File: src/rtl/core/pss_pkg.sv
// Shared types, constants and helpers for the polyline segment stroker.
// Used by every module in rtl/core; depends on nothing else.
`default_nettype none
package pss_pkg;

  // Coordinate width (signed, 8 fraction bits)
  localparam int COORD_W = 24;
  // Magnitude register: holds a coordinate difference and room to detect 2^25
  localparam int MAG_W = ((COORD_W > 25) ? COORD_W : 25) + 1;
  // Vertex sum width: coordinate plus an 18-bit offset, one guard bit
  localparam int SUM_W = ((COORD_W > 18) ? COORD_W : 18) + 1;
  localparam int NRM_W = 18;   // normal, signed Q2.16
  localparam int DIV_W = 48;   // dividend / quotient width

  localparam logic [31:0] WHITE_RGBA = 32'hFFFF_FFFF;
  localparam logic [15:0] HALF_WIDTH_RST = 16'd256;
  localparam logic [31:0] JOIN_COLOR_RST = 32'hFFFF_FFFF;

  // Register indexes
  localparam logic CFG_HALF_WIDTH = 1'b0;
  localparam logic CFG_JOIN_COLOR = 1'b1;

  // Point request from the front queue
  typedef struct packed {
    logic [COORD_W-1:0] x;
    logic [COORD_W-1:0] y;
    logic               start;
  } point_req_t;

  // Finished segment handed from geometry to vertex emission
  typedef struct packed {
    logic [COORD_W-1:0] ax;
    logic [COORD_W-1:0] ay;
    logic [COORD_W-1:0] bx;
    logic [COORD_W-1:0] by;
    logic [NRM_W-1:0]   wx;
    logic [NRM_W-1:0]   wy;
    logic [NRM_W-1:0]   px;
    logic [NRM_W-1:0]   py;
    logic [31:0]        u0;
    logic [31:0]        u1;
    logic               join_en;
  } seg_job_t;

  typedef enum logic [3:0] {
    G_IDLE, G_NORM, G_SQA, G_SQB, G_SQRT, G_DIVX, G_DIVY, G_DIVL, G_SCALE, G_HAND
  } geom_state_t;

  typedef enum logic [2:0] {
    OFF_NONE, OFF_PLUS_W, OFF_MINUS_W, OFF_PLUS_P, OFF_MINUS_P
  } off_sel_t;

  typedef struct packed {
    logic     base_b;    // 1: new point b, 0: stored point a
    off_sel_t off;
    logic     use_u1;
    logic [1:0] vh;
    logic     join_col;
  } vtx_info_t;

  // Vertex order: quad triangles first, then the two join triangles
  function automatic vtx_info_t vtx_info(input logic [3:0] idx);
    vtx_info_t v;
    v = '{base_b: 1'b0, off: OFF_NONE, use_u1: 1'b0, vh: 2'd0, join_col: 1'b0};
    case (idx)
      4'd0:  v = '{1'b1, OFF_PLUS_W,  1'b1, 2'd2, 1'b0};
      4'd1:  v = '{1'b0, OFF_MINUS_W, 1'b0, 2'd0, 1'b0};
      4'd2:  v = '{1'b1, OFF_MINUS_W, 1'b1, 2'd0, 1'b0};
      4'd3:  v = '{1'b1, OFF_PLUS_W,  1'b1, 2'd2, 1'b0};
      4'd4:  v = '{1'b0, OFF_MINUS_W, 1'b0, 2'd0, 1'b0};
      4'd5:  v = '{1'b0, OFF_PLUS_W,  1'b0, 2'd2, 1'b0};
      4'd6:  v = '{1'b0, OFF_NONE,    1'b0, 2'd1, 1'b1};
      4'd7:  v = '{1'b0, OFF_PLUS_W,  1'b0, 2'd2, 1'b1};
      4'd8:  v = '{1'b0, OFF_PLUS_P,  1'b0, 2'd2, 1'b1};
      4'd9:  v = '{1'b0, OFF_NONE,    1'b0, 2'd1, 1'b0};
      4'd10: v = '{1'b0, OFF_MINUS_P, 1'b0, 2'd0, 1'b0};
      4'd11: v = '{1'b0, OFF_MINUS_W, 1'b0, 2'd0, 1'b0};
      default: v = '{1'b0, OFF_NONE, 1'b0, 2'd0, 1'b0};
    endcase
    return v;
  endfunction

  // Clamp a widened sum to the signed coordinate range
  function automatic logic [COORD_W-1:0] sat_coord(input logic signed [SUM_W-1:0] v);
    logic signed [SUM_W-1:0] hi;
    logic signed [SUM_W-1:0] lo;
    hi = {{(SUM_W-COORD_W+1){1'b0}}, {(COORD_W-1){1'b1}}};
    lo = ~hi;
    if (v > hi) return hi[COORD_W-1:0];
    if (v < lo) return lo[COORD_W-1:0];
    return v[COORD_W-1:0];
  endfunction

endpackage
`default_nettype wire

File: src/rtl/core/pss_front.sv
// Front end: accepts points, marks line starts, buffers them in a 2-entry queue.
// Depends on pss_pkg.
`default_nettype none
module pss_front (
  input  wire logic                        clk,
  input  wire logic                        rst,
  input  wire logic                        in_valid,
  output logic                             in_ready,
  input  wire logic [pss_pkg::COORD_W-1:0] point_x,
  input  wire logic [pss_pkg::COORD_W-1:0] point_y,
  input  wire logic                        line_start,
  output logic                             q_valid,
  input  wire logic                        q_ready,
  output pss_pkg::point_req_t              q_req
);

  pss_pkg::point_req_t fifo [2];
  logic       wr_ptr;
  logic       rd_ptr;
  logic [1:0] count;
  logic       seen;     // a point has been stored since reset

  logic push;
  logic pop;

  assign in_ready = (count != 2'd2);
  assign q_valid  = (count != 2'd0);
  assign q_req    = fifo[rd_ptr];
  assign push     = in_valid && in_ready;
  assign pop      = q_valid && q_ready;

  // queue storage; first point after reset counts as a line start
  always_ff @(posedge clk) begin
    if (push) begin
      fifo[wr_ptr] <= '{x: point_x, y: point_y, start: line_start || !seen};
    end
  end

  // pointers and occupancy
  always_ff @(posedge clk) begin
    if (rst) begin
      wr_ptr <= 1'b0;
      rd_ptr <= 1'b0;
      count  <= 2'd0;
      seen   <= 1'b0;
    end else begin
      if (push) begin
        wr_ptr <= !wr_ptr;
        seen   <= 1'b1;
      end
      if (pop) rd_ptr <= !rd_ptr;
      count <= count + {1'b0, push} - {1'b0, pop};
    end
  end

endmodule
`default_nettype wire

File: config.mk
export PLATFORM = sky130hd
export DESIGN_NAME = pss_front
export DESIGN_NICKNAME = d
export VERILOG_FILES = /design/src/rtl/core/pss_pkg.sv /design/src/rtl/core/pss_front.sv
export SDC_FILE = /design/constraint.sdc
export NUM_CORES = 1
export LEC_CHECK = 0
export BUFFER_PORTS_ARGS = -buffer_cell sky130_fd_sc_hd__buf_2
export CAP_MARGIN = 20
export CORE_ASPECT_RATIO = 1.4
export CORE_UTILIZATION = 50
export DETAILED_ROUTE_END_ITERATION = 8
export GPL_TIMING_DRIVEN = 0
export PLACE_DENSITY = 0.77
export SLEW_MARGIN = 40
export SYNTH_ARGS = -nofsm -noshare
export SYNTH_HDL_FRONTEND = slang
export SYNTH_SLANG_ARGS = --single-unit
export TNS_END_PERCENT = 20
File: constraint.sdc
create_clock -name clk -period 4.5 [get_ports clk]
set_input_delay 0.45 -clock clk [delete_from_list [all_inputs] [get_ports clk]]
set_output_delay 0.45 -clock clk [all_outputs]
set_load 0.01 [all_outputs]
Word level (Yosys, flattened, before mapping) --
Memories as Yosys holds them, arrays and structs flattened. A register that Yosys moved wholly into a read port is not among the register bits. Index checks and enable logic that the tools add are counted.
Storage, ports and cells: output and inout bits 51, RAM bits 98, bits in latches 0, input port bits 53, memory bits (read-only) 0, register bits after elaboration 5, logic and storage cells 19, memories 1
Operators by class: bitwise logic cells 0, magnitude comparators 0, reduce and logical (&&, ||, !) cells 7, div/mod/pow operators 0, mux-type cells 4, add/sub/neg operators 2, multipliers 0, shift-type cells 0, equality and inequality tests 1
Memory list:
- fifo | words 2, width 49, rd ports 1, clocked after memory_dff 1, write ports 1, line pss_front.sv:17 | pss_pkg::point_req_t fifo [2];
Operators with widths (count):
- $mux 1 | 4
- $logic_not 1->1 | 3
- $add 2x1->2 | 1
- $logic_and 1x1->1 | 2
- $ne 2x2->1 const B | 1
- $reduce_bool 2->1 | 1
- $sub 2x1->2 | 1
- $logic_or 1x1->1 | 1

Logic depth before layout (Yosys ltp) --
depth in word-level cells 4, depth in mapped cells 7, depth with buffers taken out 6

Worst setup path before layout --
No wires, ideal clock.
kind register to register, start point register count[0], end point memory fifo[0][0] in the netlist's numbering (enable), stages on the path, launching flop included 4, arrival time 1.711 ns, clock period less this slack 2.115 ns, slack 2.385 ns, setup time 0.403 ns, required time 4.097 ns, buffers on the path 0, cell sequence dfxtp_1 > nand2b_1 > nand3b_1 > inv_1
On the way: cells in the longest elaborated chain, start to end 4
RTL lines:
- from (decl) | line pss_front.sv:20 | logic [1:0] count;
- from (signal assigned) | line pss_front.sv:52 | count <= count + {1'b0, push} - {1'b0, pop};
- $ne 2x2->1 | line pss_front.sv:26 | assign in_ready = (count != 2'd2);
- net in_ready | line pss_front.sv:8 | output logic in_ready,
- $logic_and 1x1->1 | line pss_front.sv:29 | assign push = in_valid && in_ready;
- $mux 1 | line pss_front.sv:34 | if (push) begin
- $mux 1 (implied by the code) | line pss_front.sv:35 | fifo[wr_ptr] <= '{x: point_x, y: point_y, start: line_start || !seen};
- to (decl) | line pss_front.sv:17
The timed path passes the listed nets, and every way through them passes these cells.

==> impl_results.md <==
* Status: finished, final reports clean
* Number of enable flip-flop cells after synthesis at slightly below 100
* First-pass GRT wire length at just under 10000 µm
* Final setup viols at 0
* Die Y at around 110 µm
* Wire per inst at 16.3 µm
* Core Rows at 37
* Max stage delay on crit path at ~380 ps
* H-Tree Level Count at 3
* Worst Hold Launch: point_y[11]
* CTS sink count at roughly 100
* Syn Std Cell Area at 3850 µm²
* Grt met1 use at 0.177
* Final hold viol count at 0
* CP max-delay cell: dfxtp_1
* Die area at 8050 µm²
* Initial Utilization at 0.519
* Hold-fix buffers, CTS at 0
* Via density at approximately 5
* Delay-heaviest family, CP: buffers and inverters
* Post-synth top cells: edfxtp_1, mux2_2, dfxtp_1, nor2_1
* Crit path capture type: output port
* Ranking of synthesized cells by area: edfxtp_1, mux2_2, dfxtp_1, mux2_1, buf_6
* Reg2Reg Capture Point: fifo[1][18]$_DFFE_PP_
* Max cap viols at 0
* Total power at around 0.0022 W
* Dominant cell type by area after synthesis: edfxtp_1
* Placed insts at roughly 390
* Largest net degree at the start of global routing at 50
* Core ar. at between 7000 and 8000 µm²
* Number of global-route vias before repair at around 2000
* Register area share after synthesis at 0.796
* Mapped Nets at 240
* Routed WL at between 6000 and 7000 µm
* ANT nets after route at 0
* Post-Syn Area per Cell at about 21 µm²
* Hold path depth at 1
* Period minus WS final at 2080 ps
* Via Count at around 2000
* Gr usage total at 0.169
* Int Power at 0.00167 W
* FFs w/ async S/R, synth at 0
* Slew Viols, Final at 0
* Cell chain of the critical path: buf_4 > buf_6 > mux2_2 > buf_2
* CP Data Required Time at 4050 ps
* Grt total ovfl at 0
* Buf/Inv on CP at 3
* R2R setup slack at between 2000 and 3000 ps
* Chip width at about 76 µm
* Fraction of layout cells with a size suffix above 1 at 0.574
* CTS Buf Count at 9
* Final TNS setup at 0 ps
* Leak Pwr at roughly 1.7 nW
* Hold WC Path Type: in -> reg
* Slew HR at 0.533
* Fin crit share at 0.462
* RSZ-0062 raised after global routing: false
* # fillers at between 500 and 600
* Area Growth Syn to Fin at 21.8%
* Critical R2R Launch: count[0]$_SDFF_PP0_
* Antenna diodes at 0
* Post CTS Setup Buffer Count at 0
* TritonCTS clock tree: yes
* Final Non-Filler Cells at ~400
* Synth Register Bits at 104
* Least-Margin Pin Slew at 701 ps
* GR Util met2 at 0.299
* CTS root buf: clkbuf_8
* Most frequent cell after synthesis: edfxtp_1
* Register area at between 3000 and 4000 µm²
* Synth cell types at 26
* Final GP Congestion at ~0.74
* CP Launch Type: register
* Initial DRC count at 125
* Maximum clock path buffer count at 2
* Remaining DRCs at 0
* Skew final at 6.20 ps
* Yosys warnings at 0
* Flop pwr share at 0.535
* Switch Pwr at 0.000576 W
* Critical Path Fanout Max at 10
* Final Core Density at 0.632
* Worst vdd ir at 0.276 mV
* Share of Yosys cell area claimed by the top area cell type at 0.765
* GR Util met3 at 0.0372
* Initial antenna violation count at 0
* Multi-input gate area in the final layout at between 700 and 800 µm²
* Clk slew on worst S/H paths at 90 ps
* Kind of critical path: reg -> out
* Net Sw Frac at 0.256
* PostCTS Resize Cnt at 0
* DR pass1 iterations at 4
* Worst Reg2Reg Path Length in Cells at 2
* Clock share of power at 0.241
* Highest clock rate at slightly below 500 MHz
* Power per cell area at ~480 nW/µm²
* Fin nets at between 300 and 400
* Synth Instances at 186
* CP Data Arrival Time at 1630 ps
* Number of port buffers at ~100
* Clk_lat worst skew at 360 ps
* Dpl hpwl at approximately 4300 µm
* Most common flop cell mapped by yosys: edfxtp_1
* IO Pins at approximately 100
* Comb power frac at 0.224
* Hold Path End: fifo[0][12]$_DFFE_PP_
* GR peak layer: met2
[registers in the layout, indices dropped and copies added, names as in the netlist, named ones only]
register / count
count: 2
seen: 1
wr_ptr: 1
rd_ptr: 1
fifo: 98
[cell type report]
class                           instances  area share
Buffer                                  6     0.00962
Clock inverter                          5      0.0101
Sequential cell                       104       0.654
Timing Repair Buffer                  103       0.113
Clock buffer                           11      0.0280
Multi-Input combinational cell         75       0.158
Inverter                                1     0.00134
Tap cell                               97      0.0259
[through the flow]
stage	setup slack, ps	hold WS [ps]	cell area, µm²
after global placement	1870	462	4480
final	2420	271	4680
after detailed placement	2730	469	4510
after CTS	2380	252	4680
after global routing	2350	255	4680
after floorplan	2390	438	3850
[worst reg2reg max path, stage by stage (launching register included)]
cell and delay [ps]:
dfxtp_1 440, nand2b_1 230, and3_4 690
[worst max path at each step]
stage / to / cells past startpoint / start / slack, ps
floorplan: fifo[0][0]$_DFFE_PP_ / 3 / count[0]$_SDFF_PP0_ / 2390
global placement: fifo[0][38]$_DFFE_PP_ / 3 / count[0]$_SDFF_PP0_ / 1870
detailed placement: count[1]$_SDFF_PP0_ / 7 / q_ready / 2730
CTS: q_req[41] / 4 / register / 2380
global route: q_req[41] / 4 / register / 2350
finish: q_req[41] / 4 / register / 2420
[cells in the final DEF (no fill, tap or decap), types with 3 or more instances in the layout]
master	count
buf_2	105
clkbuf_8	9
dfxtp_1	6
edfxtp_1	98
mux2_1	3
mux2_2	46
nor2_1	5
[layer usage]
layer	vias to the layer above	share of wire
met5	-	0
met4	0	0.029
met3	12	0.041
met2	58	0.56
met1	978	0.37
li1	949	-
[power by group through the flow]
stage | sequential (W) | clock, W | combinational [W]
final | 0.00120 | 0.000542 | 0.000503
after global routing | 0.00121 | 0.000585 | 0.000543
after CTS | 0.00121 | 0.000553 | 0.000515
after detailed placement | 0.00123 | 0 | 0.000513
after global placement | 0.00122 | 0 | 0.000494
after floorplan | 0.00122 | 0 | 0.000323
[logic make-up (layout without fill, tap and decap cells)]
group / after synthesis / after routing / synth area share
xor+xnor: 1 / 1 / 0.00228
flops: 104 / 104 / 0.796
compound gates: 7 / 7 / 0.0127
buf+inv: 7 / 126 / 0.0127
simple gates: 17 / 17 / 0.0296
fa+ha+maj: 1 / 1 / 0.00325
mux: 49 / 49 / 0.143
Power figures use the tool's default switching activity.
