<file path="config.mk">
export PLATFORM = sky130hd
export DESIGN_NAME = pss_emit
export DESIGN_NICKNAME = d
export VERILOG_FILES = /design/src/rtl/core/pss_pkg.sv /design/src/rtl/core/pss_emit.sv
export SDC_FILE = /design/constraint.sdc
export NUM_CORES = 1
export LEC_CHECK = 0
export BUFFER_PORTS_ARGS = -buffer_cell sky130_fd_sc_hd__buf_2
export CAP_MARGIN = 5
export CORE_MARGIN = 8
export CORE_UTILIZATION = 40
export CTS_CLUSTER_SIZE = 40
export DETAILED_ROUTE_END_ITERATION = 8
export HOLD_SLACK_MARGIN = 0.08
export PLACE_DENSITY = 0.69
export REMOVE_ABC_BUFFERS = 1
export SYNTH_ARGS = -nofsm -noshare
export SYNTH_HDL_FRONTEND = slang
export SYNTH_SLANG_ARGS = --single-unit
</file>
<file path="constraint.sdc">
create_clock -name clk -period 17.5 [get_ports clk]
set_clock_uncertainty 0.2 [all_clocks]
set_input_delay 1.75 -clock clk [delete_from_list [all_inputs] [get_ports clk]]
set_output_delay 1.75 -clock clk [all_outputs]
set_load 0.005 [all_outputs]
</file>
<file path="src/rtl/core/pss_pkg.sv">
// Shared types, constants and helpers for the polyline segment stroker.
// Used by every module in rtl/core; depends on nothing else.
`default_nettype none
package pss_pkg;

  // Coordinate width (signed, 8 fraction bits)
  localparam int COORD_W = 24;
  // Magnitude register: holds a coordinate difference and room to detect 2^25
  localparam int MAG_W = ((COORD_W > 25) ? COORD_W : 25) + 1;
  // Vertex sum width: coordinate plus an 18-bit offset, one guard bit
  localparam int SUM_W = ((COORD_W > 18) ? COORD_W : 18) + 1;
  localparam int NRM_W = 18;   // normal, signed Q2.16
  localparam int DIV_W = 48;   // dividend / quotient width

  localparam logic [31:0] WHITE_RGBA = 32'hFFFF_FFFF;
  localparam logic [15:0] HALF_WIDTH_RST = 16'd256;
  localparam logic [31:0] JOIN_COLOR_RST = 32'hFFFF_FFFF;

  // Register indexes
  localparam logic CFG_HALF_WIDTH = 1'b0;
  localparam logic CFG_JOIN_COLOR = 1'b1;

  // Point request from the front queue
  typedef struct packed {
    logic [COORD_W-1:0] x;
    logic [COORD_W-1:0] y;
    logic               start;
  } point_req_t;

  // Finished segment handed from geometry to vertex emission
  typedef struct packed {
    logic [COORD_W-1:0] ax;
    logic [COORD_W-1:0] ay;
    logic [COORD_W-1:0] bx;
    logic [COORD_W-1:0] by;
    logic [NRM_W-1:0]   wx;
    logic [NRM_W-1:0]   wy;
    logic [NRM_W-1:0]   px;
    logic [NRM_W-1:0]   py;
    logic [31:0]        u0;
    logic [31:0]        u1;
    logic               join_en;
  } seg_job_t;

  typedef enum logic [3:0] {
    G_IDLE, G_NORM, G_SQA, G_SQB, G_SQRT, G_DIVX, G_DIVY, G_DIVL, G_SCALE, G_HAND
  } geom_state_t;

  typedef enum logic [2:0] {
    OFF_NONE, OFF_PLUS_W, OFF_MINUS_W, OFF_PLUS_P, OFF_MINUS_P
  } off_sel_t;

  typedef struct packed {
    logic     base_b;    // 1: new point b, 0: stored point a
    off_sel_t off;
    logic     use_u1;
    logic [1:0] vh;
    logic     join_col;
  } vtx_info_t;

  // Vertex order: quad triangles first, then the two join triangles
  function automatic vtx_info_t vtx_info(input logic [3:0] idx);
    vtx_info_t v;
    v = '{base_b: 1'b0, off: OFF_NONE, use_u1: 1'b0, vh: 2'd0, join_col: 1'b0};
    case (idx)
      4'd0:  v = '{1'b1, OFF_PLUS_W,  1'b1, 2'd2, 1'b0};
      4'd1:  v = '{1'b0, OFF_MINUS_W, 1'b0, 2'd0, 1'b0};
      4'd2:  v = '{1'b1, OFF_MINUS_W, 1'b1, 2'd0, 1'b0};
      4'd3:  v = '{1'b1, OFF_PLUS_W,  1'b1, 2'd2, 1'b0};
      4'd4:  v = '{1'b0, OFF_MINUS_W, 1'b0, 2'd0, 1'b0};
      4'd5:  v = '{1'b0, OFF_PLUS_W,  1'b0, 2'd2, 1'b0};
      4'd6:  v = '{1'b0, OFF_NONE,    1'b0, 2'd1, 1'b1};
      4'd7:  v = '{1'b0, OFF_PLUS_W,  1'b0, 2'd2, 1'b1};
      4'd8:  v = '{1'b0, OFF_PLUS_P,  1'b0, 2'd2, 1'b1};
      4'd9:  v = '{1'b0, OFF_NONE,    1'b0, 2'd1, 1'b0};
      4'd10: v = '{1'b0, OFF_MINUS_P, 1'b0, 2'd0, 1'b0};
      4'd11: v = '{1'b0, OFF_MINUS_W, 1'b0, 2'd0, 1'b0};
      default: v = '{1'b0, OFF_NONE, 1'b0, 2'd0, 1'b0};
    endcase
    return v;
  endfunction

  // Clamp a widened sum to the signed coordinate range
  function automatic logic [COORD_W-1:0] sat_coord(input logic signed [SUM_W-1:0] v);
    logic signed [SUM_W-1:0] hi;
    logic signed [SUM_W-1:0] lo;
    hi = {{(SUM_W-COORD_W+1){1'b0}}, {(COORD_W-1){1'b1}}};
    lo = ~hi;
    if (v > hi) return hi[COORD_W-1:0];
    if (v < lo) return lo[COORD_W-1:0];
    return v[COORD_W-1:0];
  endfunction

endpackage
`default_nettype wire

</file>
<file path="src/rtl/core/pss_emit.sv">
// Vertex emission: walks the vertex table for one segment into an output register.
// Depends on pss_pkg.
`default_nettype none
module pss_emit (
  input  wire logic                        clk,
  input  wire logic                        rst,
  input  wire logic [31:0]                 join_color,
  input  wire logic                        job_valid,
  output logic                             job_ready,
  input  wire pss_pkg::seg_job_t           job,
  output logic                             out_valid,
  input  wire logic                        out_ready,
  output logic [pss_pkg::COORD_W-1:0]      vertex_x,
  output logic [pss_pkg::COORD_W-1:0]      vertex_y,
  output logic [31:0]                      vertex_color,
  output logic [31:0]                      tex_u,
  output logic [1:0]                       tex_v_half,
  output logic                             last_vertex
);

  localparam int CW = pss_pkg::COORD_W;
  localparam int SW = pss_pkg::SUM_W;
  localparam int NW = pss_pkg::NRM_W;

  pss_pkg::seg_job_t cur;
  logic              busy;
  logic [3:0]        idx;

  pss_pkg::vtx_info_t  vi;
  logic signed [CW-1:0] base_x, base_y;
  logic signed [NW-1:0] off_x, off_y;
  logic signed [SW-1:0] sum_x, sum_y;
  logic                 load;
  logic                 is_last;

  assign job_ready = !busy;
  assign load      = busy && (!out_valid || out_ready);
  assign vi        = pss_pkg::vtx_info(idx);
  assign is_last   = (idx == (cur.join_en ? 4'd11 : 4'd5));

  // vertex position: base point plus selected offset
  always_comb begin
    base_x = vi.base_b ? $signed(cur.bx) : $signed(cur.ax);
    base_y = vi.base_b ? $signed(cur.by) : $signed(cur.ay);
    case (vi.off)
      pss_pkg::OFF_PLUS_W: begin
        off_x = $signed(cur.wx);
        off_y = $signed(cur.wy);
      end
      pss_pkg::OFF_MINUS_W: begin
        off_x = -$signed(cur.wx);
        off_y = -$signed(cur.wy);
      end
      pss_pkg::OFF_PLUS_P: begin
        off_x = $signed(cur.px);
        off_y = $signed(cur.py);
      end
      pss_pkg::OFF_MINUS_P: begin
        off_x = -$signed(cur.px);
        off_y = -$signed(cur.py);
      end
      default: begin
        off_x = '0;
        off_y = '0;
      end
    endcase
    sum_x = SW'(base_x) + SW'(off_x);
    sum_y = SW'(base_y) + SW'(off_y);
  end

  // sequencer control
  always_ff @(posedge clk) begin
    if (rst) begin
      busy      <= 1'b0;
      idx       <= '0;
      out_valid <= 1'b0;
    end else begin
      if (job_valid && !busy) begin
        busy <= 1'b1;
        idx  <= '0;
      end else if (load) begin
        idx <= idx + 4'd1;
        if (is_last) busy <= 1'b0;
      end
      if (load)           out_valid <= 1'b1;
      else if (out_ready) out_valid <= 1'b0;
    end
  end

  // job capture and output payload
  always_ff @(posedge clk) begin
    if (job_valid && !busy) cur <= job;
    if (load) begin
      vertex_x     <= pss_pkg::sat_coord(sum_x);
      vertex_y     <= pss_pkg::sat_coord(sum_y);
      vertex_color <= vi.join_col ? join_color : pss_pkg::WHITE_RGBA;
      tex_u        <= vi.use_u1 ? cur.u1 : cur.u0;
      tex_v_half   <= vi.vh;
      last_vertex  <= is_last;
    end
  end

endmodule
`default_nettype wire

</file>
Word-level counts from Yosys, hierarchy flattened
Memory sizes are Yosys's and may differ from the RTL's. A register that Yosys moved wholly into a read port is not among the register bits. Index checks and enable logic that the tools add are counted.

Input port bits: 269. Memories kept: 1. Word-level logic and storage cells: 78. Bits in read-only memories: 128. Output and inout bits: 117. Bits in registers: 354.

Magnitude comparators: 4. Equality and inequality tests: 5. Reductions and logical operators: 10. $add $sub $neg: 7. Mux-type cells: 31.

Memory list: (no name shown) (depth 16, bits a word 8, read ports 1, clocked after Yosys merged registers in 1, wr ports 0, RTL line pss_pkg.sv:65) `case (idx)`.

Operators by type and width (number): $mux 24 (10); $pmux 18 s4 (2); $neg 18->18 (4); $add 24x18->25 (2); $gt 25x24->1 const B (2); $lt 25x24->1 const B (2); $mux 32 (1); $mux 1 (15); $mux 4 (3); $eq 3x2->1 const B (2); $reduce_bool 2->1 (3); $add 4x1->4 const B (1); $eq 4x4->1 (1); $eq 3x1->1 const B (1); $eq 3x3->1 const B (1); $logic_and 1x1->1 (2); $logic_not 1->1 (2); $reduce_and 2->1 (1); $reduce_or 2->1 (1); $logic_or 1x1->1 (1).

Depth between registers and ports, before layout
Gate-level depths: netlist of the first run.

Depth after elaboration: 10. Gate-level depth with buffers: 21. Gate-level depth less buffers: 19.

Least setup slack after synthesis of the first run
OpenSTA, ideal clock, no wires.

Path kind: input port to flip-flop. From: input job_valid. To: register, netlist name vi[5]. Stages: 8. Data required time: 17.177 ns. Setup slack: 3.418 ns. Arrival: 13.760 ns. Buffers on the path: 1. Setup time: 0.123 ns. Cell sequence: nor2b_1 or2_2 clkbuf_1 nor2_1 inv_1 ha_1 mux2i_1 o22ai_1.

Cells in the longest elaborated chain, start to end: 3.

Ends and longest elaborated chain: start, declared (RTL line pss_emit.sv:8) `input wire logic job_valid,`; $logic_and 1x1->1 (RTL line pss_emit.sv:78) `if (job_valid && !busy) begin`; $reduce_or 2->1 (no source line); $mux 4 (no source line).

No other way between the ends. A chain may end at the register's enable or synchronous reset.

Worst setup path in the final report of the first run
From: register, netlist name vi[5]. To: register vertex_x[18] (netlist name) (data pin).

Cells in the longest elaborated chain, start to end: 9. Elaborated cells between the ends (all ways): 16. Classes of those cells: add/sub: 1; order compare: 2; eq/ne: 4; mux: 9.

Ends and longest elaborated chain: $eq 3x3->1, or another cell as far along (RTL line pss_emit.sv:45) `case (vi.off)`; $pmux 18 s4 * (RTL line pss_emit.sv:45); $add 24x18->25 * (RTL line pss_emit.sv:67) `sum_x = SW'(base_x) + SW'(off_x);`; $lt 25x24->1 (RTL line pss_pkg.sv:90) `if (v < lo) return lo[COORD_W-1:0];`; $mux 1 (2 in series) (RTL line pss_pkg.sv:90); $mux 1 (RTL line pss_emit.sv:93) `if (load) begin`; $mux 24 (RTL line pss_pkg.sv:91) `return v[COORD_W-1:0];`; $mux 24 * (RTL line pss_pkg.sv:90); end signal, assigned (RTL line pss_emit.sv:94) `vertex_x <= pss_pkg::sat_coord(sum_x);`; end, declared (RTL line pss_emit.sv:13) `output logic [pss_pkg::COORD_W-1:0] vertex_x,`.

Mark *: on every way between the ends. The rest lies on a longest branch, timed or not. The select of a mux whose other input is x is not followed.

==> flow_summary_export.csv, run 1 <==
group,metric,value,unit
global_route,grt_pass1_vias,12100,
yosys,muxShareOfSynthArea,0.0626,
yosys,yosysTopAreaCell,"edfxtp_1",
placement,port_buffers,385,
clock_network,worstSkewPairLatency,560,ps
yosys,synth_top_area_frac,0.608,
yosys,synth-main-ff-cell,"edfxtp_1",
flow_run,max-cap-violations,0,
clock_network,ctsHoldBuffers,0,
finish,finalInstanceArea,21100,um2
clock_network,h-tree-depth,2,
placement,dp_hpwl,35100,um
finish,drive_gt1_frac,0.353,
critical_path,ff2ff_path_depth,14,
route,via_per_inst,5.32,
sta,timing.fmax,154,MHz
finish,syn_to_final_growth,22.6,%
sta,fin_crit,6500,ps
yosys,yosys_warnings,0,
die,core_area,42700,um2
finish,fillCellCount,3644,
critical_path,start_kind,"flip-flop",
yosys,synth_edf_count,348,
clock_network,cts_buffers,41,
clock_network,clock_sinks,360,
power_and_ir_drop,power_frac_seq,0.437,
clock_network,cts_setup_buffers,0,
sta,final_hold_viol_count,0,
yosys,avgSynthCellArea,13.6,um2
sta,timing.final.crit_share,0.371,
die,start_util,0.402,
route,drt-initial-drc-count,805,
route,first_pass_iters,5,
run_status,status,"complete, no violations",
hold_path,holdCritPathClass,"flip-flop to flip-flop",
power_and_ir_drop,power.share.combinational,0.204,
sta,worst_pin_slew,1220,ps
placement,gp_congestion,0.917,
critical_path,r2r_end,"vertex_x[18]",
sta,setup_viol,0,
global_route,grt_max_degree,75,
die,die_y,223,um
yosys,synth_top_family_by_area,"compound AO/OA/AOI/OAI gates",
global_route,grt_use_total,0.181,
clock_network,path_clk_slew,60,ps
sta,rsz0062_at_grt,"false",
yosys,synth_compound_area_frac,0.125,
yosys,synthTopCellsByArea,"edfxtp_1 (61%), mux2_2 (6.0%), ha_1 (4.1%)",
die,io_pins,386,
clock_network,cts_resized,0,
die,die_w,223,um
critical_path,rrSetupSlack,11000,ps
hold_path,worstHoldEndpoint,"tex_v_half[0]",
finish,nets,1982,
power_and_ir_drop,clkPwrFrac,0.359,
yosys,async_flop_share,0,
power_and_ir_drop,p_int,1.80,mW
die,dieArea,49800,um2
yosys,syn-cell-area,17200,um2
route,drt-wirelength-per-cell,20.9,um
critical_path,r2r_start,"vi[5]",
power_and_ir_drop,power_density,117,nW/um2
global_route,grt_pass1_wl,70200,um
yosys,synth_cells,1266,
critical_path,arrival,6580,ps
global_route,grt-ovfl-total,0,
yosys,synthSimpleGateAreaFrac,0.0941,
route,wirelength,46800,um
clock_network,cts-root-buf,"clkbuf_16",
hold_path,hold_path_depth,0,
critical_path,required,17580,ps
yosys,synthAdderAreaFrac,0.0455,
power_and_ir_drop,ir_drop,0.0771,mV
power_and_ir_drop,switching_power,669,uW
route,ant_nets,0,
power_and_ir_drop,p_leak,7.98,nW
sta,max-slew-margin-rel,0.184,
critical_path,cp-end-kind,"flip-flop",
sta,finalMaxSlewViolations,0,
clock_network,cts_tree,"yes",
finish,finalNonFillerCells,2236,
route,vias,11900,
die,row_count,76,
global_route,antenna_found_initial,5,
yosys,synth_xor_area_frac,0.0320,
hold_path,hp-start,"vi[1]",
clock_network,clk_path_buf_depth,3,
route,drcViolationCount,0,
power_and_ir_drop,switching_share,0.271,
yosys,ys_types,79,
critical_path,cp_max_fo,29,
placement,placed_cells,2158,
critical_path,critical_path_class,"flip-flop to flip-flop",
placement,placed_area,19700,um2
yosys,ys_ff_latch,360,
yosys,ys_seq_area_frac,0.622,
sta,fin_setup_tns,0,ps
[sequential cells by signal, indices dropped and copies added (netlist names)]
register / flops
tex_v_half: 2
busy: 1
vertex_y: 24
vertex_color: 32
last_vertex: 1
out_valid: 1
vi: 6
idx: 4
tex_u: 32
cur: 233
vertex_x: 24
[layer usage]
layer	track usage	up-vias	share of wire	routed length, um
met5	0	-	0	0
met4	0.0703	0	0.031	1470
met3	0.0347	86	0.063	2940
met2	0.310	418	0.50	23400
met1	0.225	5735	0.41	19000
li1	-	5662	-	-
[power by group through the flow]
stage | registers (mW) | logic [mW] | clock network, mW
finish | 1.08 | 0.504 | 0.887
global route | 1.09 | 0.556 | 0.937
CTS | 1.08 | 0.507 | 0.910
detailed placement | 1.10 | 0.501 | 0
global placement | 1.09 | 0.495 | 0
floorplan | 1.11 | 0.334 | 0
[cell usage in the layout, fill, tap and decap left out, types with 5 or more instances in the layout]
cell type / synthesis / routed
nor4_1: 9 / 9
o22ai_1: 12 / 12
a21o_1: 37 / 37
inv_1: 29 / 29
o221ai_1: 5 / 5
o21a_1: 22 / 22
buf_4: 0 / 8
o311ai_0: 7 / 7
mux2_2: 92 / 92
dfxtp_1: 12 / 11
bufinv_16: 0 / 7
or3_1: 18 / 18
and2_1: 6 / 5
o21ai_1: 6 / 6
a22oi_1: 21 / 21
a221o_1: 6 / 6
a21boi_0: 6 / 6
nand2b_1: 43 / 43
a21oi_1: 46 / 46
nor2b_1: 9 / 8
nand3_1: 16 / 16
o31ai_1: 6 / 5
clkinv_1: 0 / 6
clkbuf_16: 0 / 41
a31oi_1: 6 / 6
a21oi_2: 16 / 16
nand2_1: 68 / 68
o21ai_0: 66 / 66
ha_1: 56 / 56
xnor2_1: 32 / 32
and3_1: 8 / 8
nor3_1: 22 / 22
clkbuf_1: 35 / 8
nor2_1: 70 / 70
a211oi_1: 10 / 10
buf_2: 5 / 385
xor2_1: 29 / 29
edfxtp_1: 348 / 348
[layout make-up]
cell class                      count  area (um2)  area share
Tap cell                          546         683      0.0324
Inverter                           29         109     0.00517
Antenna cell                        4        10.0    0.000475
Multi-Input combinational cell    830        6180       0.294
Clock inverter                     25         338      0.0160
Clock buffer                       49        1060      0.0501
Sequential cell                   360       10700       0.508
Timing Repair Buffer              393        1990      0.0944
[synth_stat cells (9+ instances only)]
cell type  instances
edfxtp_1         348
mux2_2            92
nor2_1            70
nand2_1           68
o21ai_0           66
ha_1              56
a21oi_1           46
nand2b_1          43
a21o_1            37
clkbuf_1          35
xnor2_1           32
inv_1             29
xor2_1            29
nor3_1            22
o21a_1            22
a22oi_1           21
or3_1             18
a21oi_2           16
nand3_1           16
dfxtp_1           12
o22ai_1           12
a211oi_1          10
nor2b_1            9
nor4_1             9
[worst max-delay path by stage]
stage                     slack, ps            to      start  cells after the start
final                         11000  vertex_x[18]      vi[5]                     14
after global routing          10530  vertex_x[13]      vi[5]                     14
after CTS                     11090  vertex_x[13]      vi[5]                     14
after detailed placement      11080  vertex_x[11]      vi[5]                     14
after global placement        11210  vertex_x[18]      vi[5]                     14
after floorplan                3390         vi[5]  job_valid                      7
[critical path, stage by stage (launching register included)]
cell and delay [ps]:
dfxtp_1 960, nor2b_1 840, nand2b_1 830, nor4_2 500, o21ai_0 140, o311ai_0 160, ha_1 400, a21o_1 220
a221oi_1 320, o21ai_0 190, a221o_1 360, a31oi_2 190, xnor2_2 170, nor2_4 580, o31ai_1 160
[kinds of logic after synthesis]
| kind of cell | Yosys count |
|---|---|
| buffers and inverters | 76 |
| multiplexers | 96 |
| AO/OA/AOI/OAI | 307 |
| XOR/XNOR | 62 |
| flip-flops | 360 |
| AND/OR/NAND/NOR | 303 |
| adder cells (fa/ha/maj) | 62 |
[per-stage QoR]
stage	utilization	power (mW)	hold slack [ps]	setup slack, ps
3_5_place_dp	0.460	1.60	190	11080
2_1_floorplan	-	1.44	186	3390
5_1_grt	0.493	2.58	224	10530
4_1_cts	0.493	2.50	203	11090
6_report	0.493	2.47	206	11000
3_3_place_gp	0.460	1.59	186	11210
Power figures use the tool's default switching activity.
==> run 2: changes to the inputs <==
==> constraint.sdc (replaced) <==
create_clock -name clk -period 6.3 [get_ports clk]
set_clock_uncertainty 0.2 [all_clocks]
set_input_delay 0.63 -clock clk [delete_from_list [all_inputs] [get_ports clk]]
set_output_delay 0.63 -clock clk [all_outputs]
set_load 0.005 [all_outputs]
==> run 2 against run 1 <==
Net effect: cell area is 10% higher; register-to-register slack lost 11000 ps; via count up 8.5%; critical endpoint is now vertex_x[10]; largest cell class unchanged; largest power group unchanged.
==> flow_summary_export.csv, run 2 (same netlist as run 1, synthesis figures left out) <==
group,metric,value,unit
finish,top_regs,"cur: 233 flops, tex_u: 32 flops, vertex_color: 32 flops",
critical_path,start_kind,"flip-flop",
die,row_count,76,
sta,worst_pin_slew,1220,ps
sta,fin_crit,5820,ps
critical_path,crit_path_end,"vertex_x[10]",
die,io_pins,386,
power_and_ir_drop,p_leak,8.86,nW
power_and_ir_drop,ir_drop,0.230,mV
global_route,grt_use_total,0.200,
finish,layout.cells.most_common_list,"buf_2 (385), edfxtp_1 (348), dlygate4sd3_1 (230)",
critical_path,crit_chain,"nor3_1 > nand3_1 > or3_1 > or3_1 > or3_4 > nor3_2 > xor2_1 > o22ai_1 > ha_1 > a21o_1 > a21oi_1 > o21ai_0 > a221o_1 > a31oi_2 > xnor2_2 > nor2_4 > o21ai_1",
critical_path,r2r_end,"vertex_x[10]",
critical_path,critPathMaxStageDelay,600,ps
route,first_pass_iters,5,
finish,largest_reg_flops,233,
sta,finalMaxSlewViolations,0,
route,drt-initial-drc-count,843,
sta,setup_viol,0,
power_and_ir_drop,power_density,287,nW/um2
critical_path,arrival,5900,ps
critical_path,critPathLaunch,"cur[85]",
critical_path,required,6370,ps
placement,placed_cells,2164,
global_route,grt_pass1_vias,13400,
die,die_w,223,um
finish,nets,2217,
clock_network,cts-root-buf,"clkbuf_16",
die,die_y,223,um
critical_path,slowest_stage,"o22ai_1",
route,drcViolationCount,0,
critical_path,rrSetupSlack,480,ps
sta,timing.final.crit_share,0.924,
global_route,grt-ovfl-total,0,
critical_path,ff2ff_path_depth,17,
clock_network,worstSkewPairLatency,550,ps
die,start_util,0.402,
route,via_per_inst,5.24,
sta,max-slew-margin-rel,0.184,
die,core_area,42700,um2
finish,layout_commonest_cell,"buf_2",
placement,port_buffers,385,
sta,fin_setup_tns,0,ps
clock_network,h-tree-depth,2,
clock_network,cts_resized,0,
placement,dp_hpwl,35900,um
global_route,grt_max_degree,82,
sta,final_hold_viol_count,0,
sta,fin_hold_ws,131,ps
run_status,status,"complete, no violations",
critical_path,cp-end-kind,"flip-flop",
critical_path,cp_max_fo,21,
clock_network,cts_buffers,40,
global_route,grt_pass1_wl,77400,um
placement,gp_congestion,0.898,
finish,drive_gt1_frac,0.308,
finish,largest-register,"cur",
finish,finalNonFillerCells,2465,
finish,syn_to_final_growth,34.8,%
hold_path,holdCritPathClass,"input port to flip-flop",
sta,timing.fmax,172,MHz
route,drt-wirelength-per-cell,20.8,um
die,dieArea,49800,um2
clock_network,clk_path_buf_depth,3,
critical_path,cp.depth,17,
flow_run,max-cap-violations,0,
sta,rsz0062_at_grt,"false",
clock_network,clock_sinks,360,
critical_path,critical_path_class,"flip-flop to flip-flop",
route,wirelength,51300,um
global_route,antenna_found_initial,1,
route,ant_nets,0,
route,vias,12900,
critical_path,r2r_start,"cur[85]",
clock_network,cts_tree,"yes",
clock_network,path_clk_slew,60,ps
critical_path,crit_top_cell,"or3_1",
critical_path,crit_family,"simple AND/OR/NAND/NOR gates",
critical_path,path_buf_inv,0,
[run 2: metrics by stage]
step	utilization	setup slack [ps]	area [um2]	total power, mW
floorplan	-	-6690	17000	4.00
global placement	0.461	616	19700	4.44
detailed placement	0.461	451	19700	4.46
CTS	0.542	461	23200	6.70
global route	0.542	150	23200	6.95
finish	0.542	476	23200	6.64
[run 2: worst min path at each step]
stage,from,endpoint,depth (start not counted)
after floorplan,vi[1],tex_v_half[0],0
after global placement,vi[1],tex_v_half[0],0
after detailed placement,vi[1],tex_v_half[0],0
after CTS,job[79],cur[79],1
after global routing,job[116],cur[116],1
final,job[79],cur[79],1
[run 2: what timing repair did]
item | in CTS | in global routing
endpoints found under the hold margin | 231 | 0
endpoints found under the setup margin | 0 | 0
hold buffers | 230 | 0
buffers inserted | 0 | 0
[run 2: power by group]
part           switching, mW  internal [mW]  total [mW]  leakage (nW)
combinational          0.838          0.703        1.54          4.98
sequential            0.0922           2.91        3.00          3.32
clock                  0.929           1.18        2.11         0.558
total                   1.86           4.78        6.64          8.86
[run 2: layout make-up]
| class | count | area (um2) |
|---|---|---|
| tap | 546 | 683 |
| multi-input combinational | 830 | 6180 |
| antenna | 1 | 2.50 |
| clock buffer | 52 | 1050 |
| timing repair buffer | 629 | 4330 |
| clock inverter | 18 | 111 |
| inverter | 29 | 109 |
| sequential | 360 | 10700 |
| fill | 3413 | 19500 |
[run 2: per-layer routing]
metal | track usage | vias to the layer above | wire length [um]
met5 | 0 | - | 0
met4 | 0.0667 | 0 | 1370
li1 | - | 6129 | -
met1 | 0.235 | 6190 | 20000
met2 | 0.361 | 489 | 26500
met3 | 0.0408 | 99 | 3430
