`src/rtl/core/pss_pkg.sv`:
```
// Shared types, constants and helpers for the polyline segment stroker.
// Used by every module in rtl/core; depends on nothing else.
`default_nettype none
package pss_pkg;

  // Coordinate width (signed, 8 fraction bits)
  localparam int COORD_W = 24;
  // Magnitude register: holds a coordinate difference and room to detect 2^25
  localparam int MAG_W = ((COORD_W > 25) ? COORD_W : 25) + 1;
  // Vertex sum width: coordinate plus an 18-bit offset, one guard bit
  localparam int SUM_W = ((COORD_W > 18) ? COORD_W : 18) + 1;
  localparam int NRM_W = 18;   // normal, signed Q2.16
  localparam int DIV_W = 48;   // dividend / quotient width

  localparam logic [31:0] WHITE_RGBA = 32'hFFFF_FFFF;
  localparam logic [15:0] HALF_WIDTH_RST = 16'd256;
  localparam logic [31:0] JOIN_COLOR_RST = 32'hFFFF_FFFF;

  // Register indexes
  localparam logic CFG_HALF_WIDTH = 1'b0;
  localparam logic CFG_JOIN_COLOR = 1'b1;

  // Point request from the front queue
  typedef struct packed {
    logic [COORD_W-1:0] x;
    logic [COORD_W-1:0] y;
    logic               start;
  } point_req_t;

  // Finished segment handed from geometry to vertex emission
  typedef struct packed {
    logic [COORD_W-1:0] ax;
    logic [COORD_W-1:0] ay;
    logic [COORD_W-1:0] bx;
    logic [COORD_W-1:0] by;
    logic [NRM_W-1:0]   wx;
    logic [NRM_W-1:0]   wy;
    logic [NRM_W-1:0]   px;
    logic [NRM_W-1:0]   py;
    logic [31:0]        u0;
    logic [31:0]        u1;
    logic               join_en;
  } seg_job_t;

  typedef enum logic [3:0] {
    G_IDLE, G_NORM, G_SQA, G_SQB, G_SQRT, G_DIVX, G_DIVY, G_DIVL, G_SCALE, G_HAND
  } geom_state_t;

  typedef enum logic [2:0] {
    OFF_NONE, OFF_PLUS_W, OFF_MINUS_W, OFF_PLUS_P, OFF_MINUS_P
  } off_sel_t;

  typedef struct packed {
    logic     base_b;    // 1: new point b, 0: stored point a
    off_sel_t off;
    logic     use_u1;
    logic [1:0] vh;
    logic     join_col;
  } vtx_info_t;

  // Vertex order: quad triangles first, then the two join triangles
  function automatic vtx_info_t vtx_info(input logic [3:0] idx);
    vtx_info_t v;
    v = '{base_b: 1'b0, off: OFF_NONE, use_u1: 1'b0, vh: 2'd0, join_col: 1'b0};
    case (idx)
      4'd0:  v = '{1'b1, OFF_PLUS_W,  1'b1, 2'd2, 1'b0};
      4'd1:  v = '{1'b0, OFF_MINUS_W, 1'b0, 2'd0, 1'b0};
      4'd2:  v = '{1'b1, OFF_MINUS_W, 1'b1, 2'd0, 1'b0};
      4'd3:  v = '{1'b1, OFF_PLUS_W,  1'b1, 2'd2, 1'b0};
      4'd4:  v = '{1'b0, OFF_MINUS_W, 1'b0, 2'd0, 1'b0};
      4'd5:  v = '{1'b0, OFF_PLUS_W,  1'b0, 2'd2, 1'b0};
      4'd6:  v = '{1'b0, OFF_NONE,    1'b0, 2'd1, 1'b1};
      4'd7:  v = '{1'b0, OFF_PLUS_W,  1'b0, 2'd2, 1'b1};
      4'd8:  v = '{1'b0, OFF_PLUS_P,  1'b0, 2'd2, 1'b1};
      4'd9:  v = '{1'b0, OFF_NONE,    1'b0, 2'd1, 1'b0};
      4'd10: v = '{1'b0, OFF_MINUS_P, 1'b0, 2'd0, 1'b0};
      4'd11: v = '{1'b0, OFF_MINUS_W, 1'b0, 2'd0, 1'b0};
      default: v = '{1'b0, OFF_NONE, 1'b0, 2'd0, 1'b0};
    endcase
    return v;
  endfunction

  // Clamp a widened sum to the signed coordinate range
  function automatic logic [COORD_W-1:0] sat_coord(input logic signed [SUM_W-1:0] v);
    logic signed [SUM_W-1:0] hi;
    logic signed [SUM_W-1:0] lo;
    hi = {{(SUM_W-COORD_W+1){1'b0}}, {(COORD_W-1){1'b1}}};
    lo = ~hi;
    if (v > hi) return hi[COORD_W-1:0];
    if (v < lo) return lo[COORD_W-1:0];
    return v[COORD_W-1:0];
  endfunction

endpackage
`default_nettype wire

```
`src/rtl/core/pss_geom.sv`:
```
// Segment geometry: normalization, square root, three divisions, offset scaling.
// Holds the line state (stored point, normal, running length). Depends on pss_pkg.
`default_nettype none
module pss_geom (
  input  wire logic                clk,
  input  wire logic                rst,
  input  wire logic [15:0]         half_width,
  input  wire logic                q_valid,
  output logic                     q_ready,
  input  wire pss_pkg::point_req_t q_req,
  output logic                     job_valid,
  input  wire logic                job_ready,
  output pss_pkg::seg_job_t        job
);

  localparam int CW = pss_pkg::COORD_W;
  localparam int MW = pss_pkg::MAG_W;
  localparam int NW = pss_pkg::NRM_W;
  localparam int DW = pss_pkg::DIV_W;

  pss_pkg::geom_state_t state, state_next;

  // line state
  logic signed [CW-1:0] prev_x, prev_y;
  logic [NW-1:0]        prev_nx, prev_ny;
  logic [31:0]          run_length;

  // segment working registers
  logic signed [CW-1:0] bx, by;
  logic [MW-1:0]        ma, mb;
  logic                 dx_neg, dy_neg;
  logic [4:0]           s_sh, t_sh;
  logic [50:0]          acc;
  logic [63:0]          sq_rem, sq_res, sq_bit;
  logic [4:0]           sq_cnt;
  logic [DW-1:0]        div_num;
  logic [31:0]          div_rem, div_den;
  logic [5:0]           div_cnt;
  logic [NW-1:0]        nx, ny;
  logic [31:0]          seg;
  logic [NW-1:0]        wx, wy, px, py;
  logic [1:0]           sc_cnt;

  // combinational helpers
  logic signed [CW:0] dx, dy;
  logic [CW-1:0]      adx, ady;
  logic [MW-1:0]      mmax;
  logic [24:0]        sq_op;
  logic [49:0]        sq;
  logic [63:0]        sq_trial;
  logic [32:0]        div_trial;
  logic               div_bit;
  logic [DW-1:0]      div_q;
  logic [16:0]        q_cap;
  logic [31:0]        r_val;
  logic [31:0]        len_den;
  logic [DW-1:0]      len_num;
  logic [NW-1:0]      sc_src;
  logic [16:0]        sc_mag;
  logic [32:0]        sc_prod;
  logic [32:0]        sc_rnd;
  logic [NW-1:0]      sc_off;
  logic [32:0]        u_sum;

  assign dx   = {q_req.x[CW-1], q_req.x} - {prev_x[CW-1], prev_x};
  assign dy   = {q_req.y[CW-1], q_req.y} - {prev_y[CW-1], prev_y};
  assign adx  = dx[CW] ? CW'(-dx) : dx[CW-1:0];
  assign ady  = dy[CW] ? CW'(-dy) : dy[CW-1:0];
  assign mmax = (ma > mb) ? ma : mb;

  // one shared squarer
  assign sq_op = (state == pss_pkg::G_SQA) ? ma[24:0] : mb[24:0];
  assign sq    = sq_op * sq_op;

  // square root step
  assign sq_trial = sq_res + sq_bit;

  // restoring division step; quotient bits shift into div_num
  assign div_trial = {div_rem, div_num[DW-1]};
  assign div_bit   = (div_trial >= {1'b0, div_den});
  assign div_q     = {div_num[DW-2:0], div_bit};
  assign q_cap     = (div_q > DW'(65536)) ? 17'h10000 : div_q[16:0];
  assign r_val     = sq_res[31:0];
  assign len_den   = 32'd100 << s_sh;
  assign len_num   = ((DW'(r_val) << 2) << t_sh) + DW'(len_den >> 1);

  // offset scaling: |n| * half_width rounded to 8 fraction bits
  always_comb begin
    case (sc_cnt)
      2'd0:    sc_src = nx;
      2'd1:    sc_src = ny;
      2'd2:    sc_src = prev_nx;
      default: sc_src = prev_ny;
    endcase
  end
  assign sc_mag  = sc_src[NW-1] ? 17'(-sc_src) : sc_src[16:0];
  assign sc_prod = sc_mag * half_width;
  assign sc_rnd  = sc_prod + 33'h0_8000;
  assign sc_off  = sc_src[NW-1] ? -{1'b0, sc_rnd[32:16]} : {1'b0, sc_rnd[32:16]};

  assign u_sum = {1'b0, run_length} + {1'b0, seg};

  // job output
  assign job = '{ax: prev_x, ay: prev_y, bx: bx, by: by, wx: wx, wy: wy, px: px, py: py,
                  u0: run_length, u1: (u_sum[32] ? 32'hFFFF_FFFF : u_sum[31:0]),
                  join_en: (prev_nx != '0) || (prev_ny != '0)};

  // next state and handshakes
  always_comb begin
    state_next = state;
    q_ready    = 1'b0;
    job_valid  = 1'b0;
    case (state)
      pss_pkg::G_IDLE: begin
        q_ready = 1'b1;
        if (q_valid && !q_req.start) begin
          state_next = ((adx == '0) && (ady == '0)) ? pss_pkg::G_SCALE : pss_pkg::G_NORM;
        end
      end
      pss_pkg::G_NORM: begin
        if (((mmax >> 24) != '0) && ((mmax >> 25) == '0)) state_next = pss_pkg::G_SQA;
      end
      pss_pkg::G_SQA:  state_next = pss_pkg::G_SQB;
      pss_pkg::G_SQB:  state_next = pss_pkg::G_SQRT;
      pss_pkg::G_SQRT: if (sq_cnt == '0) state_next = pss_pkg::G_DIVX;
      pss_pkg::G_DIVX: if (div_cnt == '0) state_next = pss_pkg::G_DIVY;
      pss_pkg::G_DIVY: if (div_cnt == '0) state_next = pss_pkg::G_DIVL;
      pss_pkg::G_DIVL: if (div_cnt == '0) state_next = pss_pkg::G_SCALE;
      pss_pkg::G_SCALE: if (sc_cnt == 2'd3) state_next = pss_pkg::G_HAND;
      pss_pkg::G_HAND: begin
        job_valid = 1'b1;
        if (job_ready) state_next = pss_pkg::G_IDLE;
      end
      default: state_next = pss_pkg::G_IDLE;
    endcase
  end

  always_ff @(posedge clk) begin
    if (rst) state <= pss_pkg::G_IDLE;
    else     state <= state_next;
  end

  // line state updates
  always_ff @(posedge clk) begin
    if (rst) begin
      prev_x     <= '0;
      prev_y     <= '0;
      prev_nx    <= '0;
      prev_ny    <= '0;
      run_length <= '0;
    end else if (state == pss_pkg::G_IDLE && q_valid && q_req.start) begin
      prev_x     <= q_req.x;
      prev_y     <= q_req.y;
      prev_nx    <= '0;
      prev_ny    <= '0;
      run_length <= '0;
    end else if (state == pss_pkg::G_HAND && job_ready) begin
      prev_x     <= bx;
      prev_y     <= by;
      prev_nx    <= nx;
      prev_ny    <= ny;
      run_length <= job.u1;
    end
  end

  // datapath
  always_ff @(posedge clk) begin
    case (state)
      pss_pkg::G_IDLE: begin
        bx     <= q_req.x;
        by     <= q_req.y;
        ma     <= MW'(adx);
        mb     <= MW'(ady);
        dx_neg <= dx[CW];
        dy_neg <= dy[CW];
        s_sh   <= '0;
        t_sh   <= '0;
        nx     <= '0;
        ny     <= '0;
        seg    <= '0;
        sc_cnt <= '0;
      end
      pss_pkg::G_NORM: begin
        // one bit per cycle until the larger magnitude is in [2^24, 2^25)
        if ((mmax >> 24) == '0) begin
          ma   <= ma << 1;
          mb   <= mb << 1;
          s_sh <= s_sh + 5'd1;
        end else if ((mmax >> 25) != '0) begin
          ma   <= ma >> 1;
          mb   <= mb >> 1;
          t_sh <= t_sh + 5'd1;
        end
      end
      pss_pkg::G_SQA: acc <= 51'(sq);
      pss_pkg::G_SQB: begin
        sq_rem <= {1'b0, acc + 51'(sq), 12'd0};
        sq_res <= '0;
        sq_bit <= 64'd1 << 62;
        sq_cnt <= 5'd31;
      end
      pss_pkg::G_SQRT: begin
        if (sq_rem >= sq_trial) begin
          sq_rem <= sq_rem - sq_trial;
          sq_res <= (sq_res >> 1) + sq_bit;
        end else begin
          sq_res <= sq_res >> 1;
        end
        sq_bit <= sq_bit >> 2;
        sq_cnt <= sq_cnt - 5'd1;
        if (sq_cnt == '0) begin
          div_num <= DW'({mb[24:0], 22'd0}) + DW'((sq_res >> 1) + (sq_bit >> 1));
          div_den <= '0;
          div_rem <= '0;
          div_cnt <= 6'(DW - 1);
        end
      end
      pss_pkg::G_DIVX, pss_pkg::G_DIVY, pss_pkg::G_DIVL: begin
        div_num <= div_q;
        div_rem <= div_bit ? 32'(div_trial - {1'b0, div_den}) : div_trial[31:0];
        div_cnt <= div_cnt - 6'd1;
        if (div_cnt == '0) begin
          div_rem <= '0;
          div_cnt <= 6'(DW - 1);
          if (state == pss_pkg::G_DIVX) begin
            nx      <= dy_neg ? {1'b0, q_cap} : -{1'b0, q_cap};
            div_num <= DW'({ma[24:0], 22'd0}) + DW'(r_val >> 1);
          end else if (state == pss_pkg::G_DIVY) begin
            ny      <= dx_neg ? -{1'b0, q_cap} : {1'b0, q_cap};
            div_num <= len_num;
            div_den <= len_den;
          end else begin
            seg <= (div_q[DW-1:32] != '0) ? 32'hFFFF_FFFF : div_q[31:0];
          end
        end
      end
      pss_pkg::G_SCALE: begin
        case (sc_cnt)
          2'd0:    wx <= sc_off;
          2'd1:    wy <= sc_off;
          2'd2:    px <= sc_off;
          default: py <= sc_off;
        endcase
        sc_cnt <= sc_cnt + 2'd1;
      end
      default: ;
    endcase
    // divisor for the normal divisions is the root just found
    if (state == pss_pkg::G_SQRT && sq_cnt == '0) begin
      div_den <= (sq_rem >= sq_trial) ? 32'((sq_res >> 1) + sq_bit) : 32'(sq_res >> 1);
      div_num <= DW'({mb[24:0], 22'd0})
               + DW'(((sq_rem >= sq_trial) ? ((sq_res >> 1) + sq_bit) : (sq_res >> 1)) >> 1);
    end
  end

endmodule
`default_nettype wire

```
`config.mk`:
```
export PLATFORM = sky130hd
export DESIGN_NAME = pss_geom
export DESIGN_NICKNAME = d
export VERILOG_FILES = /design/src/rtl/core/pss_pkg.sv /design/src/rtl/core/pss_geom.sv
export SDC_FILE = /design/constraint.sdc
export NUM_CORES = 2
export LEC_CHECK = 0
export BUFFER_PORTS_ARGS = -buffer_cell sky130_fd_sc_hd__clkbuf_2
export CAP_MARGIN = 5
export CORE_MARGIN = 1.5
export CORE_UTILIZATION = 39
export CTS_CLUSTER_DIAMETER = 60
export DETAILED_ROUTE_END_ITERATION = 10
export HOLD_SLACK_MARGIN = 0.06
export PLACE_DENSITY = 0.54
export SLEW_MARGIN = 5
export SYNTH_ARGS = -nofsm -noshare
export SYNTH_HDL_FRONTEND = slang
export SYNTH_SLANG_ARGS = --single-unit
```
`constraint.sdc`:
```
create_clock -name clk -period 20.4 [get_ports clk]
set_input_delay 4.08 -clock clk [delete_from_list [all_inputs] [get_ports clk]]
set_output_delay 4.08 -clock clk [all_outputs]
set_load 0.03 [all_outputs]
```
## Word level (Yosys, flattened, before mapping)

Index checks and enable logic that the tools add are counted.

| storage, ports and cells | value |
|---|---|
| register bits | 739 |
| logic and storage cells | 220 |

| cells by class | value |
|---|---|
| add/sub/neg operators | 24 |
| multipliers | 2 |
| $lt $le $gt $ge | 4 |
| eq/ne operators | 34 |
| shifts and indexed selects | 2 |
| muxes and demuxes | 76 |
| bitwise gates (word level) | 1 |
| reductions and logical operators | 46 |

Operators by type and width:

| cell | number |
|---|---|
| 32-bit 2-to-1 mux | 13 |
| 64-bit one-hot mux with 2 select lines | 3 |
| 48-bit 2-to-1 mux | 5 |
| 32-bit one-hot mux with 2 select lines | 3 |
| 18-bit 2-to-1 mux | 8 |
| 24-bit 2-to-1 mux | 6 |
| 26-bit 2-to-1 mux | 5 |
| 64-bit 2-to-1 mux | 2 |
| 26-bit one-hot mux with 2 select lines | 2 |
| 47-bit by 48-bit adder with 48-bit output | 2 |
| 48-bit one-hot mux with 2 select lines | 1 |
| 18-bit one-hot mux with 2 select lines | 2 |
| 63-bit by 64-bit adder with 64-bit output | 1 |
| 64-bit adder | 1 |
| 64-bit greater-or-equal comparator | 1 |
| 64-bit subtractor | 1 |
| 18-bit one-hot mux with 3 select lines | 1 |
| 26-bit logical NOT | 2 |
| 50-bit by 50-bit adder with 51-bit output | 1 |
| 25-bit by 25-bit multiplier with 50-bit output | 1 |
| 24-bit by 24-bit subtractor with 25-bit output | 2 |
| 47-bit by 31-bit adder with 48-bit output | 1 |
| 48-bit by 31-bit adder with 48-bit output | 1 |
| 48-bit adder | 1 |
| 56 further kinds | 123 |

## Logic depth before layout (Yosys ltp)

| depth | value |
|---|---|
| depth in word-level cells | 9 |
| depth in mapped cells | 51 |
| gate-level depth less buffers | 48 |

## Worst setup path before layout

OpenSTA, ideal clock, no wires.

| path | value |
|---|---|
| path type | flip-flop to flip-flop |
| start point | register state[1] |
| end point | register sq_rem[62], data pin |
| setup time | 0.260 ns |
| data arrival time | 12.236 ns |
| data required time | 20.140 ns |
| path slack | 7.905 ns |
| stages on the path, launching flop included | 51 |
| buffers on the path | 5 |
| period minus slack after synthesis | 12.495 ns |
| cells stage by stage | dfxtp_1 > clkbuf_1 > nand2_1 > nor3_1 > buf_1 > clkbuf_1 > buf_1 > nand2_1 > o21ai_1 > clkbuf_1 > nand2_1 > fa_1 > inv_1 > fa_1 > inv_1 > fa_1 > inv_1 > fa_1 > [... 15 more ...] > a21o_1 > a21oi_1 > xnor2_1 > ha_1 > a21o_1 > a21o_1 > a221o_1 > a21oi_1 > o21ai_0 > a41oi_1 > a21oi_1 > nor2_1 > a211oi_1 > a221o_1 > a21o_1 > a21oi_1 > o21ai_0 > mux2_2 |

| on the way | value |
|---|---|
| cells in the longest elaborated chain, start to end | 5 |

RTL lines:

| element | RTL line | RTL |
|---|---|---|
| from (decl) | pss_geom.sv:21 | `pss_pkg::geom_state_t state, state_next;` |
| from (signal assigned) | pss_geom.sv:139 | `if (rst) state <= pss_pkg::G_IDLE;` |
| from (signal assigned) | pss_geom.sv:140 | `else state <= state_next;` |
| 4-bit by 2-bit == test with 1-bit output | pss_geom.sv:72 | `assign sq_op = (state == pss_pkg::G_SQA) ? ma[24:0] : mb[24:0];` |
| 25-bit 2-to-1 mux | pss_geom.sv:72 |  |
| 25-bit by 25-bit multiplier with 50-bit output | pss_geom.sv:73 | `assign sq = sq_op * sq_op;` |
| named net sq[31] | pss_geom.sv:49 | `logic [49:0] sq;` |
| 50-bit by 50-bit adder with 51-bit output | pss_geom.sv:197 | `sq_rem <= {1'b0, acc + 51'(sq), 12'd0};` |
| 64-bit one-hot mux with 2 select lines | pss_geom.sv:168 | `case (state)` |
| to (signal assigned) | pss_geom.sv:197 |  |
| to (signal assigned) | pss_geom.sv:204 | `sq_rem <= sq_rem - sq_trial;` |
| to (decl) | pss_geom.sv:34 | `logic [63:0] sq_rem, sq_res, sq_bit;` |

The timed path passes the listed nets, and every way through them passes these cells.
A chain may end at the register's enable or synchronous reset.

## Worst setup path in the final report

| path | value |
|---|---|
| start point | register state[0] |
| end point | register sq_rem[62], data pin |

Same word-level chain as after synthesis.

==> impl_results.md <==
* Die X at 463.5 um
* Hold Vio Cnt, Final at 0
* CP Data Arrival Time at 13.98 ns
* Final Cycle Share at 66.17%
* Worst-Margin Slew at between 1 and 1.5 ns
* Vias post-DR at around 70000
* Worst skew pair latency at slightly below 0.8 ns
* Post-synthesis adder-cell area fraction at approximately 28%
* Core ar. at roughly 210000 um^2
* Number of cell rows at between 150 and 200
* Synthesized area at 82690 um^2
* Most frequent cells in the layout: inv_1, nand2_1, nor2_1
* Status: completed
* Synth top area share at 21.28%
* GR Util All Layers at between 20% and 30%
* Iteration-0 DRC Markers at about 5600
* Antenna Nets Post-Route at 0
* Final wirelength at 277300 um
* Post-synthesis xor/xnor area fraction at roughly 6.2%
* Cells after Synth at between 9000 and 10000
* CP dominant cell by count: fa_1
* Routed len/inst at about 22 um
* Root Buffer Master: clkbuf_16
* Mux share of post-synthesis cell area at between 2 and 2.5%
* CTS sink count at 706
* Final min period at ~13 ns
* Post-synthesis sequential area ratio at between 20 and 25%
* Final nets at around 11000
* Relative slew slack at a little under a tenth
* Synthesized area per cell at between 8 and 9 um^2
* Dpl hpwl at 219300 um
* Post-synthesis simple-gate area fraction at ~15%
* Syn nets at 10895
* Drt pass-1 iters at 8
* Post-synth cell types at 110
* Grt ovf at 0
* Largest family of logic cells by synthesized area: adder cells
* CTS Buf Count at 97
* Skew final at between 0.1 and 0.15 ns
* First-pass GRT wire length at between 400000 and 500000 um
* Number of global-route vias before repair at about 70000
* Layout cells sized above 1 at 8.118%
* CP max stage delay at around 1.1 ns
* Final Slew Violations at 0
* Port bufs at about 300
* Drt drc at 0
* Post-synthesis register bit count at 706
* CP Launch Type: flip-flop
* Yosys warns at 0
* WP data required at approximately 21 ns
* CTS Hold Buffers Added at 0
* CP max stage cell: clkinv_1
* Post-route core utilization at 43.20%
* Die H at ~460 um
* Ranking of synthesized cells by area: edfxtp_1, fa_1, ha_1
* Endpoint class of the critical path: flip-flop
* Post-CTS setup buffers at 0
* Die area at around 210000 um^2
* Max Cap Viol at 0
* Largest area contributor in the netlist: edfxtp_1
* H-tree depth at 3
* CTS tree: done
* Via/cell ratio at between 5 and 6
* Initial antenna violation count at 11
* Complex-gate fraction of the synthesized area at approximately 17%
* CP Class: flip-flop to flip-flop
* Final setup vio count at 0
* Initial Utilization at between 30% and 40%
* Clk buf depth at 3
* Unrepaired setup endpoints after global routing: false
* Synth-to-layout area growth at 9.819%
* Post-CTS sizing at 0
* Largest net degree at the start of global routing at 83
* Ports at 304
* CP max FO at 45
* RD Place Congestion at 0.9538
* Ys async rst share at 0%
* Commonest non-fill, non-tap cell in the layout: inv_1
* Predominant post-synthesis flop cell: edfxtp_1
* Number of synthesized flops with an enable pin at approximately 590
* HP Class: flip-flop to flip-flop
* Worst-path clk slew at about 0.060 ns
* Fmax at roughly 74 MHz
* Setup TNS at 0 ns
flip-flops by register name (all words and copies together) (netlist names), 24 cells and up:
| signal | flops |
|---|---|
| acc | 49 |
| bx | 24 |
| by | 24 |
| div_den | 32 |
| div_num | 48 |
| div_rem | 32 |
| ma | 26 |
| mb | 26 |
| prev_x | 24 |
| prev_y | 24 |
| run_length | 32 |
| seg | 32 |
| sq_bit | 32 |
| sq_rem | 64 |
| sq_res | 64 |
through the flow:
step / cells / hold slack [ns] / cell area [um^2] / worst slack, ns
global route: 12391 / 0.4843 / 90800 / 6.322
CTS: 12389 / 0.4702 / 90800 / 6.970
global placement: 12204 / 0.4555 / 87320 / 7.428
floorplan: 9388 / 0.4458 / 82690 / 7.905
detailed placement: 12205 / 0.4618 / 87340 / 7.098
finish: 12393 / 0.4731 / 90810 / 6.901
synthesized netlist by cell type (all sizes together) (25+ instances only):
| master | count |
|---|---|
| mux2i | 100 |
| or3 | 45 |
| a21oi | 683 |
| or2 | 31 |
| nand4 | 71 |
| nor2b | 94 |
| edfxtp | 586 |
| nand2 | 1050 |
| o31ai | 36 |
| o21a | 65 |
| o211ai | 52 |
| mux4 | 34 |
| o21ai | 457 |
| mux2 | 25 |
| buf | 61 |
| a22oi | 73 |
| and3 | 78 |
| nand2b | 86 |
| a221oi | 32 |
| a211o | 25 |
| o22ai | 47 |
| fa | 694 |
| nor4 | 40 |
| inv | 1141 |
| xnor2 | 313 |
| ha | 744 |
| and2 | 165 |
| nand3 | 121 |
| a31oi | 97 |
| xor2 | 269 |
| a21o | 245 |
| clkbuf | 349 |
| nor3 | 126 |
| nor2 | 790 |
| dfxtp | 120 |
| a211oi | 71 |
| o21bai | 56 |
final cells by class:
type | count | area, um^2
Timing Repair Buffer | 422 | 2417
Fill cell | 20947 | 119400
Tap cell | 2805 | 3510
Clock inverter | 65 | 864.6
Sequential cell | 706 | 20000
Antenna cell | 4 | 10.01
Clock buffer | 119 | 2592
Inverter | 1152 | 4325
Multi-Input combinational cell | 7120 | 57090
routing by layer:
layer,wire length [um],track usage (%),vias up
li1,-,-,32475
met1,119400,33.56,34539
met2,131000,42.45,2288
met3,16120,3.096,476
met4,10750,9.354,4
met5,26,0,-
cell families (layout without fill, tap and decap cells):
| logic type | count (synthesis) | count (layout) |
|---|---|---|
| buffers and inverters | 1562 | 1758 |
| flip-flops | 706 | 706 |
| XOR/XNOR | 582 | 582 |
| adder cells (fa/ha/maj) | 1438 | 1438 |
| AO/OA/AOI/OAI | 2173 | 2173 |
| multiplexers | 159 | 159 |
| other | 0 | 4 |
| AND/OR/NAND/NOR | 2768 | 2768 |
worst paths after layout:
kind	cells past startpoint	end	slack, ns	start
max	47	sq_rem[62]$_DFFE_PP_	6.90	state[0]$_SDFFE_PP0P_
min	2	prev_nx[4]$_SDFFE_PP0P_	0.47	prev_nx[4]$_SDFFE_PP0P_
max reg2reg	47	sq_rem[62]$_DFFE_PP_	6.90	state[0]$_SDFFE_PP0P_
min reg2reg	2	prev_nx[4]$_SDFFE_PP0P_	0.47	prev_nx[4]$_SDFFE_PP0P_
critical path, delay by kind of cell, from the launching register on:
family	cells	cell delay, ns
AOI/OAI and AO/OA	18	3.25
xor gates and xnor gates	1	0.17
adders and majority gates	9	4.02
buffers and inverters	9	2.53
DFF	1	0.30
muxes	2	1.27
and+or+nand+nor	8	1.57
Power is left out: the tool's default activity adds up to more than one toggle a clock period on the data nets, which glitch-free logic cannot reach.
